==> src/hw/rtl/rte_pkg.sv <==
// rte_pkg: shared constants and types of the rtt estimator
// register indexes, reset values and the controller-to-datapath command group
// no dependencies
package rte_pkg;

  // default time width, Q(T-16).16 seconds
  localparam int TIME_WIDTH_DEF = 32;

  // configuration register indexes
  localparam int CFG_IDX_W = 3;
  localparam logic [CFG_IDX_W-1:0] CFG_SMOOTH_GAIN      = 3'd0;
  localparam logic [CFG_IDX_W-1:0] CFG_MEAN_WEIGHT      = 3'd1;
  localparam logic [CFG_IDX_W-1:0] CFG_DEVIATION_WEIGHT = 3'd2;
  localparam logic [CFG_IDX_W-1:0] CFG_FINE_GRAIN       = 3'd3;
  localparam logic [CFG_IDX_W-1:0] CFG_FAST_GAIN        = 3'd4;
  localparam logic [CFG_IDX_W-1:0] CFG_SLOW_GAIN        = 3'd5;

  // configuration data width, widest register
  localparam int CFG_DATA_W = 17;

  // configuration reset values
  localparam logic [16:0] SMOOTH_GAIN_RST      = 17'd32768;
  localparam logic [15:0] MEAN_WEIGHT_RST      = 16'd307;
  localparam logic [15:0] DEVIATION_WEIGHT_RST = 16'd1024;
  localparam logic [16:0] FAST_GAIN_RST        = 17'd58982;
  localparam logic [16:0] SLOW_GAIN_RST        = 17'd655;

  // unity gain in Q1.16
  localparam logic [16:0] GAIN_ONE = 17'h10000;

  // reset value of the rtt averages, 2 seconds in Q16.16
  localparam logic [31:0] RESET_TIME = 32'd131072;

  // commands from the sequencer, one step of the update each
  typedef struct packed {
    logic load;     // take the sample, seed averages on the first one
    logic mul_dev;  // multiply srtt/deviation blends
    logic mul_avg;  // fold srtt/deviation products, multiply fast/slow blends
    logic mul_tmo;  // fold fast/slow products, multiply timeout terms
    logic finish;   // form the timeout and write the result register
  } rte_cmd_t;

endpackage

==> src/hw/rtl/rte_ctrl.sv <==
// rte_ctrl: sequencer of the rtt estimator
// steps the datapath through its multiply phases and owns the stream handshakes
// depends on rte_pkg
module rte_ctrl (
  input  logic              clk,
  input  logic              rst,
  input  logic              s_axis_tvalid,
  output logic              s_axis_tready,
  output logic              m_axis_tvalid,
  input  logic              m_axis_tready,
  output rte_pkg::rte_cmd_t cmd
);

  typedef enum logic [2:0] {
    IDLE,
    MUL_A,
    MUL_B,
    MUL_C,
    FINISH
  } state_t;

  state_t state;
  logic   out_valid;
  logic   can_write;

  // result register is free when empty or being drained this cycle
  assign can_write     = !out_valid || m_axis_tready;
  assign s_axis_tready = (state == IDLE);
  assign m_axis_tvalid = out_valid;

  // commands decoded from the state
  always_comb begin
    cmd         = '0;
    cmd.load    = (state == IDLE) && s_axis_tvalid;
    cmd.mul_dev = (state == MUL_A);
    cmd.mul_avg = (state == MUL_B);
    cmd.mul_tmo = (state == MUL_C);
    cmd.finish  = (state == FINISH) && can_write;
  end

  // state and output valid
  always_ff @(posedge clk) begin
    if (rst) begin
      state     <= IDLE;
      out_valid <= 1'b0;
    end else begin
      // set on a new result, cleared once the receiver takes it
      if (cmd.finish) begin
        out_valid <= 1'b1;
      end else if (m_axis_tready) begin
        out_valid <= 1'b0;
      end
      case (state)
        IDLE: begin
          if (s_axis_tvalid) begin
            state <= MUL_A;
          end
        end
        MUL_A:  state <= MUL_B;
        MUL_B:  state <= MUL_C;
        MUL_C:  state <= FINISH;
        FINISH: begin
          if (can_write) begin
            state <= IDLE;
          end
        end
        default: state <= IDLE;
      endcase
    end
  end

endmodule

==> src/hw/rtl/rte_dp.sv <==
// rte_dp: datapath of the rtt estimator
// configuration registers, averages, two shared multiplier lanes, result register
// depends on rte_pkg
module rte_dp #(
  parameter int TIME_WIDTH = rte_pkg::TIME_WIDTH_DEF
) (
  input  logic                           clk,
  input  logic                           rst,
  input  rte_pkg::rte_cmd_t              cmd,
  input  logic [TIME_WIDTH-1:0]          sample_in,
  input  logic                           cfg_write,
  input  logic [rte_pkg::CFG_IDX_W-1:0]  cfg_index,
  input  logic [rte_pkg::CFG_DATA_W-1:0] cfg_data,
  output logic [TIME_WIDTH-1:0]          smoothed_rtt,
  output logic [TIME_WIDTH-1:0]          rtt_deviation,
  output logic [TIME_WIDTH-1:0]          retrans_timeout,
  output logic [TIME_WIDTH-1:0]          fast_rtt,
  output logic [TIME_WIDTH-1:0]          slow_rtt
);

  localparam int TW = TIME_WIDTH;
  localparam int PW = TW + 19;   // signed (TW+1) x signed 18 product
  localparam int QW = PW - 8;    // timeout before clamping
  localparam logic [TW+19:0] HALF_Q16 = (TW+20)'(32768);

  // configuration
  logic [16:0] smooth_gain;
  logic [15:0] mean_weight;
  logic [15:0] deviation_weight;
  logic        fine_grain_enable;
  logic [16:0] fast_gain;
  logic [16:0] slow_gain;

  // estimator state
  logic [TW-1:0] sample;
  logic [TW-1:0] srtt;
  logic [TW-1:0] dev;
  logic [TW-1:0] fast_avg;
  logic [TW-1:0] slow_avg;
  logic          first_pending;

  // multiplier lanes
  logic signed [TW:0]   opa0, opa1;
  logic        [16:0]   opk0, opk1;
  logic signed [PW-1:0] prod0, prod1;

  logic [TW-1:0] absdiff;
  logic [PW-1:0] tsum;
  logic [QW-1:0] tq;
  logic [TW-1:0] timeout;

  function automatic logic [16:0] clamp_gain(input logic [16:0] k);
    return k[16] ? rte_pkg::GAIN_ONE : k;
  endfunction

  function automatic logic signed [TW:0] diff(input logic [TW-1:0] b,
                                              input logic [TW-1:0] a);
    return $signed({1'b0, b}) - $signed({1'b0, a});
  endfunction

  // a + (b - a) * k, rounded half up; p holds (b - a) * k
  function automatic logic [TW-1:0] blend(input logic [TW-1:0] a,
                                          input logic [PW-1:0] p);
    logic [TW+19:0] acc;
    acc = {4'b0, a, 16'b0} + {p[PW-1], p} + HALF_Q16;
    return acc[TW+15:16];
  endfunction

  // configuration writes, unknown indexes dropped
  always_ff @(posedge clk) begin
    if (rst) begin
      smooth_gain       <= rte_pkg::SMOOTH_GAIN_RST;
      mean_weight       <= rte_pkg::MEAN_WEIGHT_RST;
      deviation_weight  <= rte_pkg::DEVIATION_WEIGHT_RST;
      fine_grain_enable <= 1'b0;
      fast_gain         <= rte_pkg::FAST_GAIN_RST;
      slow_gain         <= rte_pkg::SLOW_GAIN_RST;
    end else if (cfg_write) begin
      case (cfg_index)
        rte_pkg::CFG_SMOOTH_GAIN:      smooth_gain       <= cfg_data;
        rte_pkg::CFG_MEAN_WEIGHT:      mean_weight       <= cfg_data[15:0];
        rte_pkg::CFG_DEVIATION_WEIGHT: deviation_weight  <= cfg_data[15:0];
        rte_pkg::CFG_FINE_GRAIN:       fine_grain_enable <= cfg_data[0];
        rte_pkg::CFG_FAST_GAIN:        fast_gain         <= cfg_data;
        rte_pkg::CFG_SLOW_GAIN:        slow_gain         <= cfg_data;
        default: ;
      endcase
    end
  end

  assign absdiff = (sample >= srtt) ? (sample - srtt) : (srtt - sample);

  // operand select per phase
  always_comb begin
    if (cmd.mul_avg) begin
      opa0 = diff(sample, fast_avg);
      opk0 = clamp_gain(fast_gain);
      opa1 = diff(sample, slow_avg);
      opk1 = clamp_gain(slow_gain);
    end else if (cmd.mul_tmo) begin
      opa0 = $signed({1'b0, srtt});
      opk0 = {1'b0, mean_weight};
      opa1 = $signed({1'b0, dev});
      opk1 = {1'b0, deviation_weight};
    end else begin
      opa0 = diff(sample, srtt);
      opk0 = clamp_gain(smooth_gain);
      opa1 = diff(absdiff, dev);
      opk1 = clamp_gain(smooth_gain);
    end
  end

  // registered products, held while the result waits
  always_ff @(posedge clk) begin
    if (cmd.mul_dev || cmd.mul_avg || cmd.mul_tmo) begin
      prod0 <= PW'(opa0) * PW'($signed({1'b0, opk0}));
      prod1 <= PW'(opa1) * PW'($signed({1'b0, opk1}));
    end
  end

  // timeout: round half up of the Q.24 sum, then saturate
  assign tsum    = prod0 + prod1;
  assign tq      = tsum[PW-1:8] + QW'(tsum[7]);
  assign timeout = (tq[QW-1:TW] != '0) ? '1 : tq[TW-1:0];

  // averages and first-sample seeding
  always_ff @(posedge clk) begin
    if (rst) begin
      srtt          <= TW'(rte_pkg::RESET_TIME);
      dev           <= '0;
      fast_avg      <= TW'(rte_pkg::RESET_TIME);
      slow_avg      <= TW'(rte_pkg::RESET_TIME);
      first_pending <= 1'b1;
    end else begin
      if (cmd.load && first_pending) begin
        srtt          <= sample_in;
        dev           <= '0;
        fast_avg      <= sample_in;
        slow_avg      <= sample_in;
        first_pending <= 1'b0;
      end
      if (cmd.mul_avg) begin
        srtt <= blend(srtt, prod0);
        dev  <= blend(dev, prod1);
      end
      if (cmd.mul_tmo && fine_grain_enable) begin
        fast_avg <= blend(fast_avg, prod0);
        slow_avg <= blend(slow_avg, prod1);
      end
    end
  end

  // sample and result registers
  always_ff @(posedge clk) begin
    if (cmd.load) begin
      sample <= sample_in;
    end
    if (cmd.finish) begin
      smoothed_rtt    <= srtt;
      rtt_deviation   <= dev;
      retrans_timeout <= timeout;
      fast_rtt        <= fast_avg;
      slow_rtt        <= slow_avg;
    end
  end

endmodule

==> src/hw/rtl/rtt_estimator_timeout.sv <==
// rtt_estimator_timeout: top level of the rtt estimator with timeout
// joins the sequencer rte_ctrl and the datapath rte_dp
// depends on rte_pkg, rte_ctrl, rte_dp
//
// Usage: each item on the s_axis channel is one round-trip-time sample in
// Q16.16 seconds. For each sample the block returns one item on m_axis with
// the updated smoothed rtt, mean deviation, retransmission timeout
// (mean_weight*srtt + deviation_weight*dev, saturating) and the fast and slow
// rtt averages. The cfg channel writes the six configuration registers by index;
// it is always ready and should be used while no sample is in flight.
// Samples are taken one at a time, stepping through MUL_A, MUL_B, MUL_C and
// FINISH, which writes the result; a new sample is accepted at the earliest the
// cycle after the result is written. The four steps come
// from the dependent multiply passes through the two shared multiplier lanes.
// Reset sets the registers to their defaults, the averages to 2 s and arms
// first-sample seeding. If the receiver stalls, the finished result waits in
// the output register while the next sample is taken and processed; the
// block then holds in its last step until the register frees up.
module rtt_estimator_timeout #(
  parameter int TIME_WIDTH = rte_pkg::TIME_WIDTH_DEF
) (
  input  logic                           clk,
  input  logic                           rst,
  input  logic                           s_axis_tvalid,
  output logic                           s_axis_tready,
  // rtt_sample
  input  logic [((TIME_WIDTH+7)/8)*8-1:0] s_axis_tdata,
  output logic                           m_axis_tvalid,
  input  logic                           m_axis_tready,
  // smoothed_rtt, rtt_deviation, retrans_timeout, fast_rtt, slow_rtt
  output logic [((5*TIME_WIDTH+7)/8)*8-1:0] m_axis_tdata,
  input  logic                           cfg_valid,
  output logic                           cfg_ready,
  input  logic [rte_pkg::CFG_IDX_W-1:0]  cfg_index,
  input  logic [rte_pkg::CFG_DATA_W-1:0] cfg_data
);

  localparam int OUT_W = ((5 * TIME_WIDTH + 7) / 8) * 8;

  rte_pkg::rte_cmd_t     cmd;
  logic [TIME_WIDTH-1:0] smoothed_rtt;
  logic [TIME_WIDTH-1:0] rtt_deviation;
  logic [TIME_WIDTH-1:0] retrans_timeout;
  logic [TIME_WIDTH-1:0] fast_rtt;
  logic [TIME_WIDTH-1:0] slow_rtt;

  assign cfg_ready = 1'b1;

  rte_ctrl u_ctrl (
    .clk           (clk),
    .rst           (rst),
    .s_axis_tvalid (s_axis_tvalid),
    .s_axis_tready (s_axis_tready),
    .m_axis_tvalid (m_axis_tvalid),
    .m_axis_tready (m_axis_tready),
    .cmd           (cmd)
  );

  rte_dp #(
    .TIME_WIDTH (TIME_WIDTH)
  ) u_dp (
    .clk             (clk),
    .rst             (rst),
    .cmd             (cmd),
    .sample_in       (s_axis_tdata[TIME_WIDTH-1:0]),
    .cfg_write       (cfg_valid),
    .cfg_index       (cfg_index),
    .cfg_data        (cfg_data),
    .smoothed_rtt    (smoothed_rtt),
    .rtt_deviation   (rtt_deviation),
    .retrans_timeout (retrans_timeout),
    .fast_rtt        (fast_rtt),
    .slow_rtt        (slow_rtt)
  );

  // pack result fields, first field lowest, zero fill to bytes
  assign m_axis_tdata = OUT_W'({slow_rtt, fast_rtt, retrans_timeout,
                                rtt_deviation, smoothed_rtt});

endmodule

==> config.mk <==
export PLATFORM = sky130hd
export DESIGN_NAME = rtt_estimator_timeout
export DESIGN_NICKNAME = d
export VERILOG_FILES = /design/src/hw/rtl/rte_pkg.sv /design/src/hw/rtl/rte_ctrl.sv /design/src/hw/rtl/rte_dp.sv /design/src/hw/rtl/rtt_estimator_timeout.sv
export SDC_FILE = /design/constraint.sdc
export NUM_CORES = 2
export LEC_CHECK = 0
export BUFFER_PORTS_ARGS = -buffer_cell sky130_fd_sc_hd__buf_2
export CAP_MARGIN = 5
export CORE_MARGIN = 2
export CORE_UTILIZATION = 50
export DETAILED_ROUTE_END_ITERATION = 7
export PLACE_DENSITY = 0.65
export SYNTH_ARGS = -nofsm -noshare
export SYNTH_HDL_FRONTEND = slang
export SYNTH_SLANG_ARGS = --single-unit
==> constraint.sdc <==
create_clock -name clk -period 21.2 [get_ports clk]
set_input_delay 4.24 -clock clk [delete_from_list [all_inputs] [get_ports clk]]
set_output_delay 4.24 -clock clk [all_outputs]
set_load 0.01 [all_outputs]
==> results.tsv <==
metric	value	unit
status	finished clean	
post_cts_hold_buffer_count	0	
grt_usage	33.8	%
cts_buffer_depth	3	
slew_headroom	12.7	%
wl_per_cell	23.8	um
regArea	13200	um2
finalSetupViolations	0	
drv_slew	0	
fp.dieW	392	um
core_area	149000	um2
critical_path.most_common_cell	fa_1	
drive_above_1_share	6.41	%
area_delta_synth_final	7.40	%
yosysWarnings	0	
grt_pass1_wl	388000	um
worstSkewPairLatency	0.68	ns
synth.ff_latch_count	511	
synth_top_area_share	28.8	%
vias	62600	
min_period	14.89	ns
min_path_type	flop to flop	
synth_commonest_cells	1,410 x inv_1, 1,284 x nand2_1, 1,081 x fa_1	
io_pins	220	
viasPerCell	5.81	
timing.hold.ws	0.451	ns
netlist_instances	8671	
pre_cts_ws	6.60	ns
dieArea	153000	um2
n_fill_cell	14000	
multi_input_area	55400	um2
initial_core_util	50.2	%
synth_cell_types	95	
drc	0	
crit_family	compound AO/OA/AOI/OAI gates	
fmax	67.2	MHz
hold_viol	0	
htreeDepth	3	
grt_max_degree	120	
synth_fp_nets	10400	
post-cts-setup-buffers	0	
netlist_area	75100	um2
grt_pass1_vias	62900	
rsz0062_at_grt	no	
cp-start-kind	flop	
nets	10400	
end_kind	flop	
worstPathRequired	21.60	ns
synth_edf_count	294	
antenna_found_initial	14	
finalNonFillerCells	10800	
dp_hpwl	206000	um
path_clk_slew	0.05	ns
dpl.cell_count	10700	
totalWireLength	257000	um
cp.arrival	15.29	ns
cts_tree	yes	
dr.first_iter.drc_count	5344	
overflow	0	
worstMarginPinSlew	1.31	ns
finalSetupTns	0	ns
cts_resized	0	
ys_seq_area_share	17.5	%
path_max_fanout	22	
clkSinkCount	511	
numCtsBuffers	66	
clock_skew	0.0357	ns
io_buffers	218	
ant_nets	0	
gp_congestion	1.01	
die_y	392	um
cp_slowest_cell	o41ai_1	
yosys.area.top_type	fa_1	
syn_avg_cell_area	8.66	um2
async_flop_share	0	%
dr.pass1.iters	6	
critPathMaxStageDelay	1.00	ns
post-synth-top-count-cell	inv_1	
row_count	142	
synth_area_leaders	fa_1 29%, edfxtp_1 12%, ha_1 9.6%	
cts_root_buffer	clkbuf_16	
cp_num_buf_inv	5	
crit_type	flop to flop	
fin_crit_sh	70.2	%
fin_ws	6.31	ns
synthFlopType	edfxtp_1	
maxCapViolations	0	
## logic make-up (layout without fill, tap and decap cells)
kind of cell | count (synthesis) | after routing | share of synthesized area, %
buffers and inverters | 1777 | 1876 | 8.94
and+or+nand+nor | 2734 | 2734 | 16.7
xor gates and xnor gates | 392 | 392 | 4.57
other | 1 | 3 | 0.00499
AOI/OAI and AO/OA | 1579 | 1579 | 13.5
DFF | 511 | 511 | 17.5
adders and majority gates | 1655 | 1655 | 38.4
muxes | 22 | 22 | 0.298
## worst paths after layout
check | from | to | slack (ns) | cells after the start
worst min register to register | u_dp.deviation_weight[8] | u_dp.deviation_weight[8] | 0.45 | 2
worst max-delay path | u_dp.sample[2] | u_dp.prod1[49] | 6.31 | 51
worst min-delay path | u_dp.deviation_weight[8] | u_dp.deviation_weight[8] | 0.45 | 2
worst max register to register | u_dp.sample[2] | u_dp.prod1[49] | 6.31 | 51
## through the flow
step,util [%],cell area [um2]
floorplan,-,75100
global placement,52.5,78500
detailed placement,52.5,78500
CTS,54.0,80600
global route,54.0,80600
finish,54.0,80600
## final cells by class
cell class,count,area share (%)
multi-input combinational,6383,68.7
timing repair buffer,346,2.55
sequential,511,16.3
inverter,1410,6.56
antenna,2,0.00621
clock buffer,95,2.32
tap,2016,3.13
clock inverter,25,0.343
## state kept, by name, indices dropped and copies added (netlist names), 32 cells and up
register / count
u_dp.prod0: 51
u_dp.sample: 32
u_dp.retrans_timeout: 32
u_dp.smoothed_rtt: 32
u_dp.slow_rtt: 32
u_dp.fast_rtt: 32
u_dp.dev: 32
u_dp.fast_avg: 32
u_dp.slow_avg: 32
u_dp.prod1: 51
u_dp.rtt_deviation: 32
u_dp.srtt: 32
## worst reg2reg max path: cells and delay by family (launching register included)
family | cells | cell delay [ns]
xor gates and xnor gates | 3 | 0.51
adders and majority gates | 9 | 4.00
DFF | 1 | 0.46
AOI/OAI and AO/OA | 23 | 6.95
buffers and inverters | 5 | 0.66
and+or+nand+nor | 11 | 2.06
## per-layer routing
metal | up-vias | GRT usage (%) | share of wire [%]
met5 | - | 0 | 0.024
met4 | 10 | 15.7 | 5.4
met3 | 530 | 5.61 | 7.3
met2 | 2492 | 54.2 | 46
met1 | 31300 | 44.9 | 41
li1 | 28300 | - | -
## layout by cell type (no fill, tap or decap), types with 136 or more instances in the layout
cell type | Yosys | final
and2_1 | 145 | 143
nand2_1 | 1284 | 1281
xnor2_1 | 265 | 265
ha_1 | 574 | 574
a21o_1 | 193 | 193
fa_1 | 1081 | 1081
nor2_1 | 501 | 498
buf_2 | 14 | 217
edfxtp_1 | 294 | 294
a211oi_1 | 136 | 136
dfxtp_1 | 217 | 217
a21oi_1 | 538 | 523
inv_1 | 1410 | 1410
nor2b_1 | 187 | 187
o21ai_0 | 215 | 210
Power is left out: the tool's default activity adds up to more than one toggle a clock period on the data nets, which glitch-free logic cannot reach.
